`config.mk`:
```
export PLATFORM = sky130hd
export DESIGN_NAME = rgb_dimmer_mode_controller_core
export DESIGN_NICKNAME = d
export VERILOG_FILES = /design/src/hw/rtl/rdm_pkg.sv /design/src/hw/rtl/rdm_level_ram.sv /design/src/hw/rtl/rdm_pass_ctrl.sv /design/src/hw/rtl/rdm_duty_stage.sv /design/src/hw/rtl/rgb_dimmer_mode_controller_core.sv
export SDC_FILE = /design/constraint.sdc
export NUM_CORES = 2
export LEC_CHECK = 0
export BUFFER_PORTS_ARGS = -buffer_cell sky130_fd_sc_hd__buf_2
export CAP_MARGIN = 25
export CORE_ASPECT_RATIO = 1.4
export CORE_MARGIN = 5
export CORE_UTILIZATION = 40
export CTS_CLUSTER_DIAMETER = 50
export DETAILED_ROUTE_END_ITERATION = 10
export HOLD_SLACK_MARGIN = 0.1
export SLEW_MARGIN = 5
export SYNTH_ARGS = -nofsm -noshare
export SYNTH_HDL_FRONTEND = slang
export SYNTH_HIERARCHICAL = 1
export SYNTH_SLANG_ARGS = --single-unit
```
`constraint.sdc`:
```
create_clock -name clk -period 11.69 [get_ports clk]
set_input_delay 2.338 -clock clk [delete_from_list [all_inputs] [get_ports clk]]
set_output_delay 2.338 -clock clk [all_outputs]
set_load 0.01 [all_outputs]
```
`src/hw/rtl/rdm_pkg.sv`:
```
package rdm_pkg;

  localparam int COLOR_COUNT = 24;
  localparam int CFG_IDX_W   = 3;
  localparam int CFG_DATA_W  = 15;

  localparam logic [1:0] OP_PASS    = 2'd0;
  localparam logic [1:0] OP_TABLE   = 2'd1;
  localparam logic [1:0] OP_RESTORE = 2'd2;

  localparam logic [CFG_IDX_W-1:0] REG_LEVEL_MIN     = 3'd0;
  localparam logic [CFG_IDX_W-1:0] REG_LEVEL_MAX     = 3'd1;
  localparam logic [CFG_IDX_W-1:0] REG_NEUTRAL_RED   = 3'd2;
  localparam logic [CFG_IDX_W-1:0] REG_NEUTRAL_GREEN = 3'd3;
  localparam logic [CFG_IDX_W-1:0] REG_NEUTRAL_BLUE  = 3'd4;
  localparam logic [CFG_IDX_W-1:0] REG_OFF_DELAY     = 3'd5;

  // one pass on its way from the control stage to the duty stage
  typedef struct packed {
    logic       restore;
    logic       written;
    logic       in_range;
    logic [7:0] weight_r;
    logic [7:0] weight_g;
    logic [7:0] weight_b;
    logic       power_down;
    logic [5:0] save_level;
    logic [4:0] save_color;
    logic       save_white;
  } pass_t;

  // color wheel, {red, green, blue}
  function automatic logic [23:0] wheel(input logic [4:0] ci);
    logic [23:0] w;
    case (ci)
      5'd0:    w = {8'd255, 8'd0,   8'd0};
      5'd1:    w = {8'd223, 8'd32,  8'd0};
      5'd2:    w = {8'd191, 8'd64,  8'd0};
      5'd3:    w = {8'd159, 8'd96,  8'd0};
      5'd4:    w = {8'd128, 8'd128, 8'd0};
      5'd5:    w = {8'd96,  8'd159, 8'd0};
      5'd6:    w = {8'd64,  8'd191, 8'd0};
      5'd7:    w = {8'd32,  8'd223, 8'd0};
      5'd8:    w = {8'd0,   8'd255, 8'd0};
      5'd9:    w = {8'd0,   8'd223, 8'd32};
      5'd10:   w = {8'd0,   8'd191, 8'd64};
      5'd11:   w = {8'd0,   8'd159, 8'd96};
      5'd12:   w = {8'd0,   8'd128, 8'd128};
      5'd13:   w = {8'd0,   8'd96,  8'd159};
      5'd14:   w = {8'd0,   8'd64,  8'd191};
      5'd15:   w = {8'd0,   8'd32,  8'd223};
      5'd16:   w = {8'd0,   8'd0,   8'd255};
      5'd17:   w = {8'd32,  8'd0,   8'd223};
      5'd18:   w = {8'd64,  8'd0,   8'd191};
      5'd19:   w = {8'd96,  8'd0,   8'd159};
      5'd20:   w = {8'd128, 8'd0,   8'd128};
      5'd21:   w = {8'd159, 8'd0,   8'd96};
      5'd22:   w = {8'd191, 8'd0,   8'd64};
      5'd23:   w = {8'd223, 8'd0,   8'd32};
      default: w = {8'd255, 8'd0,   8'd0};
    endcase
    return w;
  endfunction

endpackage

```
`src/hw/rtl/rdm_level_ram.sv`:
```
module rdm_level_ram #(
  parameter int DEPTH = 64,
  parameter int AW    = 6
) (
  input  logic          clk,
  input  logic          wr_en,
  input  logic [AW-1:0] wr_addr,
  input  logic [15:0]   wr_data,
  input  logic          rd_en,
  input  logic [AW-1:0] rd_addr,
  output logic [15:0]   rd_data
);

  logic [15:0] mem [DEPTH];

  always_ff @(posedge clk) begin
    if (wr_en) begin
      mem[wr_addr] <= wr_data;
    end
    if (rd_en) begin
      rd_data <= mem[rd_addr];
    end
  end

endmodule

```
`src/hw/rtl/rdm_pass_ctrl.sv`:
```
module rdm_pass_ctrl
  import rdm_pkg::*;
#(
  parameter int LEVEL_COUNT = 64,
  parameter int AW          = 6
) (
  input  logic                  clk,
  input  logic                  rst,
  input  logic                  cfg_wr,
  input  logic [CFG_IDX_W-1:0]  cfg_index,
  input  logic [CFG_DATA_W-1:0] cfg_data,
  input  logic                  accept,
  input  logic [1:0]            opcode,
  input  logic signed [1:0]     bright_step,
  input  logic                  bright_press,
  input  logic signed [1:0]     color_step,
  input  logic                  color_press,
  input  logic [5:0]            entry_index,
  input  logic [15:0]           entry_value,
  input  logic [7:0]            saved_level,
  input  logic [7:0]            saved_color,
  input  logic [7:0]            saved_white,
  output logic                  tbl_wr_en,
  output logic [AW-1:0]         tbl_wr_addr,
  output logic [15:0]           tbl_wr_data,
  output logic                  tbl_rd_en,
  output logic [AW-1:0]         tbl_rd_addr,
  output logic                  pass_valid,
  output pass_t                 pass
);

  logic [5:0]  level_min, level_max;
  logic [7:0]  neutral_red, neutral_green, neutral_blue;
  logic [14:0] off_delay;

  logic [5:0]  bright_level, bright_level_next;
  logic [4:0]  color_index, color_index_next;
  logic        white_mode, white_mode_next;
  logic        off_mode, off_mode_next;
  logic        refresh_pending, refresh_pending_next;
  logic [14:0] off_counter, off_counter_next;
  logic [23:0] wheel_w;

  always_comb begin
    bright_level_next    = bright_level;
    color_index_next     = color_index;
    white_mode_next      = white_mode;
    off_mode_next        = off_mode;
    refresh_pending_next = refresh_pending;
    off_counter_next     = off_counter;
    pass                 = '0;
    wheel_w              = '0;
    case (opcode)
      OP_PASS: begin
        if (bright_step == 2'sd1) begin
          if (bright_level < level_max && !off_mode) begin
            bright_level_next    = bright_level + 6'd1;
            refresh_pending_next = 1'b1;
          end
        end else if (bright_step[1]) begin
          if (bright_level > level_min && !off_mode) begin
            bright_level_next    = bright_level - 6'd1;
            refresh_pending_next = 1'b1;
          end
        end
        if (bright_press) begin
          off_mode_next        = !off_mode;
          refresh_pending_next = 1'b1;
        end
        if (color_step == 2'sd1) begin
          if (!white_mode && !off_mode_next) begin
            color_index_next = (color_index >= 5'(COLOR_COUNT - 1)) ? 5'd0
                                                                   : color_index + 5'd1;
            refresh_pending_next = 1'b1;
          end
        end else if (color_step[1]) begin
          if (!white_mode && !off_mode_next) begin
            color_index_next = (color_index == 5'd0 || color_index >= 5'(COLOR_COUNT))
                               ? 5'(COLOR_COUNT - 1) : color_index - 5'd1;
            refresh_pending_next = 1'b1;
          end
        end
        if (color_press && !off_mode_next) begin
          white_mode_next      = !white_mode;
          refresh_pending_next = 1'b1;
        end
        wheel_w = wheel(color_index_next);
        pass.written = refresh_pending_next;
        pass.in_range = ({26'd0, bright_level_next} < LEVEL_COUNT);
        if (off_mode_next) begin
          pass.weight_r = '0;
          pass.weight_g = '0;
          pass.weight_b = '0;
        end else if (white_mode_next) begin
          pass.weight_r = neutral_red;
          pass.weight_g = neutral_green;
          pass.weight_b = neutral_blue;
        end else begin
          pass.weight_r = wheel_w[23:16];
          pass.weight_g = wheel_w[15:8];
          pass.weight_b = wheel_w[7:0];
        end
        refresh_pending_next = 1'b0;
        if (off_mode_next) begin
          off_counter_next = off_counter + 15'd1;
          pass.power_down  = (off_counter_next == off_delay);
        end else begin
          off_counter_next = '0;
        end
        pass.save_level = bright_level_next;
        pass.save_color = color_index_next;
        pass.save_white = white_mode_next;
      end
      OP_RESTORE: begin
        off_mode_next        = 1'b0;
        off_counter_next     = '0;
        white_mode_next      = (saved_white != 8'd0);
        bright_level_next    = (saved_level < {2'b00, level_min} ||
                                saved_level > {2'b00, level_max}) ? level_min
                                                                   : saved_level[5:0];
        color_index_next     = (saved_color >= 8'(COLOR_COUNT)) ? 5'd0 : saved_color[4:0];
        refresh_pending_next = 1'b1;
        pass.restore         = 1'b1;
      end
      default: begin
      end
    endcase
  end

  assign pass_valid  = accept && (opcode == OP_PASS || opcode == OP_RESTORE);
  assign tbl_rd_en   = accept && (opcode == OP_PASS);
  assign tbl_rd_addr = AW'(bright_level_next);
  assign tbl_wr_en   = accept && (opcode == OP_TABLE) && ({26'd0, entry_index} < LEVEL_COUNT);
  assign tbl_wr_addr = AW'(entry_index);
  assign tbl_wr_data = entry_value;

  always_ff @(posedge clk) begin
    if (rst) begin
      level_min       <= 6'd0;
      level_max       <= 6'd63;
      neutral_red     <= 8'd255;
      neutral_green   <= 8'd255;
      neutral_blue    <= 8'd255;
      off_delay       <= 15'd5000;
      bright_level    <= '0;
      color_index     <= '0;
      white_mode      <= 1'b1;
      off_mode        <= 1'b0;
      refresh_pending <= 1'b1;
      off_counter     <= '0;
    end else begin
      if (cfg_wr) begin
        case (cfg_index)
          REG_LEVEL_MIN:     level_min     <= cfg_data[5:0];
          REG_LEVEL_MAX:     level_max     <= cfg_data[5:0];
          REG_NEUTRAL_RED:   neutral_red   <= cfg_data[7:0];
          REG_NEUTRAL_GREEN: neutral_green <= cfg_data[7:0];
          REG_NEUTRAL_BLUE:  neutral_blue  <= cfg_data[7:0];
          REG_OFF_DELAY:     off_delay     <= cfg_data[14:0];
          default: begin
          end
        endcase
      end
      if (accept) begin
        bright_level    <= bright_level_next;
        color_index     <= color_index_next;
        white_mode      <= white_mode_next;
        off_mode        <= off_mode_next;
        refresh_pending <= refresh_pending_next;
        off_counter     <= off_counter_next;
      end
    end
  end

endmodule

```
`src/hw/rtl/rdm_duty_stage.sv`:
```
module rdm_duty_stage
  import rdm_pkg::*;
(
  input  logic        clk,
  input  logic        rst,
  input  logic        pass_valid,
  input  pass_t       pass,
  input  logic [15:0] tbl_data,
  output logic        free,
  output logic        m_tvalid,
  input  logic        m_tready,
  output logic [63:0] m_tdata
);

  logic        s1_valid;
  pass_t       s1;
  logic        s1_go;
  logic [15:0] base;
  logic [23:0] prod_r, prod_g, prod_b;
  logic [15:0] duty_hold [3];

  assign s1_go = s1_valid && (s1.restore || !m_tvalid || m_tready);
  assign free  = !s1_valid || s1_go;

  assign base   = s1.in_range ? tbl_data : 16'd0;
  assign prod_r = base * s1.weight_r;
  assign prod_g = base * s1.weight_g;
  assign prod_b = base * s1.weight_b;

  always_ff @(posedge clk) begin
    if (pass_valid) begin
      s1 <= pass;
    end
    if (s1_go && !s1.restore) begin
      if (s1.written) begin
        m_tdata[15:0]  <= prod_r[23:8];
        m_tdata[31:16] <= prod_g[23:8];
        m_tdata[47:32] <= prod_b[23:8];
      end else begin
        m_tdata[15:0]  <= duty_hold[0];
        m_tdata[31:16] <= duty_hold[1];
        m_tdata[47:32] <= duty_hold[2];
      end
      m_tdata[48]    <= s1.written;
      m_tdata[49]    <= s1.power_down;
      m_tdata[55:50] <= s1.save_level;
      m_tdata[60:56] <= s1.save_color;
      m_tdata[61]    <= s1.save_white;
      m_tdata[63:62] <= 2'b00;
    end
    if (rst) begin
      s1_valid     <= 1'b0;
      m_tvalid     <= 1'b0;
      duty_hold[0] <= '0;
      duty_hold[1] <= '0;
      duty_hold[2] <= '0;
    end else begin
      if (s1_go) begin
        if (s1.restore) begin
          duty_hold[0] <= '0;
          duty_hold[1] <= '0;
          duty_hold[2] <= '0;
        end else if (s1.written) begin
          duty_hold[0] <= prod_r[23:8];
          duty_hold[1] <= prod_g[23:8];
          duty_hold[2] <= prod_b[23:8];
        end
      end
      if (pass_valid) begin
        s1_valid <= 1'b1;
      end else if (s1_go) begin
        s1_valid <= 1'b0;
      end
      if (s1_go && !s1.restore) begin
        m_tvalid <= 1'b1;
      end else if (m_tready) begin
        m_tvalid <= 1'b0;
      end
    end
  end

endmodule

```
`src/hw/rtl/rgb_dimmer_mode_controller_core.sv`:
```
// channel   dir  handshake                  payload
// s_*       in   s_tvalid / s_tready        s_tdata pass fields, s_tuser opcode
// m_*       out  m_tvalid / m_tready        m_tdata duties and save values
// cfg_*     in   cfg_valid / cfg_ready      cfg_index, cfg_data
//
// One item per cycle sustained while the output is not stalled; the level table
// read and the pass fields are registered when an item is taken, and the duty
// product is then loaded into the output reg once the output can take it.
// Table writes and restores give no result. The level table has no reset.
// Synchronous reset sets mode state and config to defaults, clears held duties.
// A stalled output holds a control pass in the duty stage; input stalls only then.
module rgb_dimmer_mode_controller_core
  import rdm_pkg::*;
#(
  parameter int LEVEL_COUNT = 64
) (
  input  logic                  clk,
  input  logic                  rst,
  input  logic                  s_tvalid,
  output logic                  s_tready,
  // [1:0] bright_step, [2] bright_press, [4:3] color_step, [5] color_press,
  // [11:6] entry_index, [27:12] entry_value, [35:28] saved_level,
  // [43:36] saved_color, [51:44] saved_white, [55:52] zero
  input  logic [55:0]           s_tdata,
  // [1:0] opcode
  input  logic [1:0]            s_tuser,
  output logic                  m_tvalid,
  input  logic                  m_tready,
  // [15:0] red_duty, [31:16] green_duty, [47:32] blue_duty, [48] duty_written,
  // [49] power_down, [55:50] save_level, [60:56] save_color, [61] save_white,
  // [63:62] zero
  output logic [63:0]           m_tdata,
  input  logic                  cfg_valid,
  output logic                  cfg_ready,
  input  logic [CFG_IDX_W-1:0]  cfg_index,
  input  logic [CFG_DATA_W-1:0] cfg_data
);

  localparam int AW = $clog2(LEVEL_COUNT);

  logic          accept;
  logic          tbl_wr_en, tbl_rd_en;
  logic [AW-1:0] tbl_wr_addr, tbl_rd_addr;
  logic [15:0]   tbl_wr_data, tbl_rd_data;
  logic          pass_valid;
  pass_t         pass;
  logic          free;

  assign cfg_ready = 1'b1;
  assign s_tready  = free;
  assign accept    = s_tvalid && free;

  rdm_pass_ctrl #(
    .LEVEL_COUNT(LEVEL_COUNT),
    .AW         (AW)
  ) u_ctrl (
    .clk         (clk),
    .rst         (rst),
    .cfg_wr      (cfg_valid),
    .cfg_index   (cfg_index),
    .cfg_data    (cfg_data),
    .accept      (accept),
    .opcode      (s_tuser),
    .bright_step (s_tdata[1:0]),
    .bright_press(s_tdata[2]),
    .color_step  (s_tdata[4:3]),
    .color_press (s_tdata[5]),
    .entry_index (s_tdata[11:6]),
    .entry_value (s_tdata[27:12]),
    .saved_level (s_tdata[35:28]),
    .saved_color (s_tdata[43:36]),
    .saved_white (s_tdata[51:44]),
    .tbl_wr_en   (tbl_wr_en),
    .tbl_wr_addr (tbl_wr_addr),
    .tbl_wr_data (tbl_wr_data),
    .tbl_rd_en   (tbl_rd_en),
    .tbl_rd_addr (tbl_rd_addr),
    .pass_valid  (pass_valid),
    .pass        (pass)
  );

  rdm_level_ram #(
    .DEPTH(LEVEL_COUNT),
    .AW   (AW)
  ) u_ram (
    .clk    (clk),
    .wr_en  (tbl_wr_en),
    .wr_addr(tbl_wr_addr),
    .wr_data(tbl_wr_data),
    .rd_en  (tbl_rd_en),
    .rd_addr(tbl_rd_addr),
    .rd_data(tbl_rd_data)
  );

  rdm_duty_stage u_duty (
    .clk       (clk),
    .rst       (rst),
    .pass_valid(pass_valid),
    .pass      (pass),
    .tbl_data  (tbl_rd_data),
    .free      (free),
    .m_tvalid  (m_tvalid),
    .m_tready  (m_tready),
    .m_tdata   (m_tdata)
  );

endmodule

```
==> run summary <==
POWER AND IR DROP
--------------------------------------------------------------------------------------
Clk network pwr share                                                            38.6%
Power per standard cell area                                               153 nW/um^2
Sw frac                                                                          26.3%
Gate power share                                                                 14.6%
Reported net switching power                                                   2.87 mW
Power Internal                                                                 8.01 mW
Peak supply drop                                                            0.000136 V
Flop pwr share                                                                   46.8%
LEAKAGE                                                                        26.5 nW

TIMING
--------------------------------------------------------------------------------------
Setup TNS Final                                                                   0 ns
Slew Viols, Final                                                                    0
Min Tclk post-route                                                            7.07 ns
Setup repair after global routing missed its margin                                 no
Slew at the pin closest to its max-slew limit                                  1.02 ns
Share of the clock period used by the worst path after layout                    60.5%
Final setup slack of the worst path                                            4.62 ns
Max-Slew Margin vs Limit                                                         31.4%
Setup Viol. Count Final                                                              0
Highest achievable clock rate                                                  141 MHz
Worst Skew                                                                   0.0397 ns
Final count of hold timing violations                                                0

CLOCK TREE
--------------------------------------------------------------------------------------
Insertion delay to the later sink of the worst-skew pair                       0.79 ns
Clock tree from TritonCTS                                                        built
Total number of clock tree sinks                                                 1,272
Hold_buf cts                                                                         0
CTS buffer count                                                                   137
Number of cells upsized or downsized after cts                                       0
Number of setup buffers added after CTS                                              0
Reg clk slew, reported paths                                                   0.06 ns
H-tree levels                                                                        4
Clock tree buffer depth                                                              3
Cell at the root of the clock tree                                           clkbuf_16

DRT
--------------------------------------------------------------------------------------
Wire length after detailed routing                                              160 mm
Via-to-Cell Ratio                                                                 5.55
Vias post-DR                                                                    37,062
Number of DRC markers in iteration 0                                             3,063
Post-route DRC violation count                                                       0
DR pass1 iterations                                                                  5
Remaining number of nets flagged by the antenna check after routing                  0
Average wire per cell in the routed design                                     24.0 um

FLOW RUN
--------------------------------------------------------------------------------------
Number of max-cap violations                                                         0

LOGIC SYNTHESIS
--------------------------------------------------------------------------------------
Number of warning messages in the yosys log                                          6
Flops & latches, synth                                                           1,272
Largest family of logic cells by synthesized area                         multiplexers
Mux share of post-synthesis cell area                                            10.9%
Synth Cell Area                                                            63,900 um^2
Simple-Gate Fraction of Synth Area                                               9.01%
Most instantiated flip-flop cell in the synthesis netlist                     edfxtp_1
Area share of xor/xnor cells in the synthesized design                           1.12%
Average footprint of a synthesized cell                                      14.7 um^2
EDFF count, synth                                                                1,190
Area fraction in compound gates after synthesis                                  5.22%
Adder-cell area share of the yosys netlist                                       10.8%
Gate count after technology mapping                                              4,355
Number of distinct standard cells referenced by the synthesized netlist            102
Share of the yosys chip area belonging to registers                              58.5%
Async S/R FF share, synth                                                           0%

DIE
--------------------------------------------------------------------------------------
Core area                                                                 159,000 um^2
Number of rows created at floorplan                                                173
DIE HEIGHT                                                                      483 um
Horizontal die dimension                                                        348 um
Die outline area                                                          168,000 um^2
Top-level I/O count                                                                148
Initial cell density of the core                                                 40.2%

LAYOUT
--------------------------------------------------------------------------------------
Most frequent standard cell in the layout excluding fill and tap cells        edfxtp_1
Number of nets in the layout                                                     4,953
Most frequent cells in the layout                                         edfxtp_1 (1,190), inv_1 (334), and3_1 (320), fa_1 (249), nand2_1 (245)
Synth-to-Final Area Change                                                       11.4%
Final non-filler cell area                                                 71,200 um^2
Filler Cell Count                                                               14,154
Share of cells above drive strength 1                                            17.4%
Fin cells                                                                        6,681

HOLD PATH
--------------------------------------------------------------------------------------
Classification of the worst-slack hold path                               flip-flop to flip-flop

GLOBAL ROUTE
--------------------------------------------------------------------------------------
Overall global routing resource usage                                            18.9%
Antenna violations before repair                                                     9
Largest net degree at the start of global routing                                  119
Global-route wire length before repair                                          241 mm
Number of global-route vias before repair                                       38,082
Residual overflow from global routing                                                0

WORST SETUP PATH
--------------------------------------------------------------------------------------
Worst R2R End                                                             u_duty/m_tdata[13]
Critical path endpoint                                                    u_ram/rd_data[11]
CP startpoint kind                                                          input port
Reg2Reg Setup Slack                                                            4.78 ns
Arr. time, crit path                                                           7.56 ns
CP Launch Point                                                            s_tdata[29]
Critical path data required time                                              12.18 ns
Crit Path Max Fanout                                                                36
Crit Reg-Reg Startpoint                                                   u_duty/s1[37]
Type of the worst setup path                                              input port to flip-flop
Worst r2r path cells                                                                19
Setup crit end kind                                                          flip-flop

PLACE
--------------------------------------------------------------------------------------
Placed wire-length estimate                                                     102 mm
Post-placement worst setup slack                                               3.69 ns
Placed insts                                                                     6,426
Placed Instance Area                                                       66,700 um^2
Buffers on Ports                                                                   140
Routability cong.                                                                0.845

OUTCOME
--------------------------------------------------------------------------------------
Status                                                                       completed

-- registers in the layout, indices dropped and copies added, names as in the netlist, 5 cells and up --
name	cells
u_ram/rd_data	16
u_ctrl/neutral_blue	8
u_ctrl/off_delay	15
u_ctrl/off_counter	15
u_ram/mem	1024
u_duty/s1	40
u_ctrl/level_max	6
u_ctrl/neutral_red	8
u_duty/m_tdata	62
u_duty/duty_hold	48
u_ctrl/level_min	6
u_ctrl/color_index	5
u_ctrl/bright_level	6
u_ctrl/neutral_green	8
-- synth_stat cells, types with 19 or more instances --
cell type	number	area (um^2)
a211oi_1	23	173
a21o_1	31	233
a21oi_1	106	531
a221oi_1	24	210
a22oi_1	49	368
a31oi_1	22	138
and2_1	49	307
and3_1	320	2000
buf_2	44	220
buf_4	42	315
buf_6	19	214
clkbuf_1	168	631
dfxtp_1	82	1640
edfxtp_1	1190	35700
fa_1	249	4980
ha_1	154	1930
inv_1	335	1260
mux2_2	65	732
mux2i_1	115	1150
mux4_2	220	4950
nand2_1	246	923
nand3_1	95	475
nand4_1	27	169
nor2_1	178	668
nor2b_1	48	300
nor3_1	36	180
o21a_1	19	143
o21ai_0	63	315
xnor2_1	54	473
xor2_1	24	210
-- power by group through the flow --
| stage | logic (mW) | registers (mW) | clock network (mW) |
|---|---|---|---|
| detailed placement | 1.60 | 5.19 | 0 |
| CTS | 1.60 | 5.09 | 4.30 |
| floorplan | 1.17 | 5.15 | 0 |
| global placement | 1.58 | 5.19 | 0 |
| global route | 1.76 | 5.09 | 4.49 |
| finish | 1.59 | 5.09 | 4.20 |
-- cell type report --
class | instances | area, um^2 | share of cell area (%)
Clock inverter | 72 | 724 | 1.02
Tap cell | 2100 | 2630 | 3.69
Antenna cell | 9 | 22.5 | 0.0316
Timing Repair Buffer | 264 | 1730 | 2.44
Multi-Input combinational cell | 2459 | 23800 | 33.4
Sequential cell | 1272 | 37400 | 52.5
Clock buffer | 170 | 3630 | 5.11
Inverter | 335 | 1260 | 1.77
-- worst min-delay path by stage --
stage / from / depth (start not counted) / slack, ns / to
after global placement: u_duty/s1[8] / 0 / 0.40 / u_duty/m_tdata[52]
final: u_duty/s1[3] / 0 / 0.42 / u_duty/m_tdata[58]
after floorplan: u_duty/s1[12] / 0 / 0.40 / u_duty/m_tdata[49]
after global routing: u_duty/s1[9] / 0 / 0.42 / u_duty/m_tdata[53]
after CTS: u_duty/s1[9] / 0 / 0.41 / u_duty/m_tdata[53]
after detailed placement: u_duty/s1[10] / 0 / 0.40 / u_duty/m_tdata[54]
-- routing by layer --
layer	global-route usage [%]	up-vias	part of all wire, %
li1	-	16500	-
met1	22.3	19175	38
met2	34.3	1065	53
met3	2.93	316	4.9
met4	8.09	6	4.4
met5	0	-	0.029
-- cells by family after synthesis --
| kind of cell | after synthesis |
|---|---|
| AO/OA/AOI/OAI | 474 |
| multiplexers | 406 |
| adder cells (fa/ha/maj) | 403 |
| AND/OR/NAND/NOR | 1093 |
| XOR/XNOR | 80 |
| flip-flops | 1272 |
| buffers and inverters | 625 |
| other | 2 |
-- worst max-delay path, cell delays in order --
cell      delay [ns]
buf_2           0.13
ha_1            0.30
nor2b_1         0.13
o21a_1          0.16
o21bai_1        0.16
a221o_1         0.20
nand2_1         0.18
o211ai_1        0.38
o221a_4         0.44
buf_4           0.65
buf_4           0.61
mux4_2          0.57
nor2b_1         0.14
a211o_1         0.33
a31oi_1         0.64
a311oi_1        0.15
-- through the flow --
stage	power (mW)	hold slack (ns)	utilization, %
after floorplan	6.32	0.400	-
after global placement	6.77	0.404	42.0
after detailed placement	6.78	0.405	42.0
after CTS	11.0	0.415	44.7
after global routing	11.3	0.423	44.8
final	10.9	0.415	44.8
Note: power is estimated with default switching activity, not from simulation.
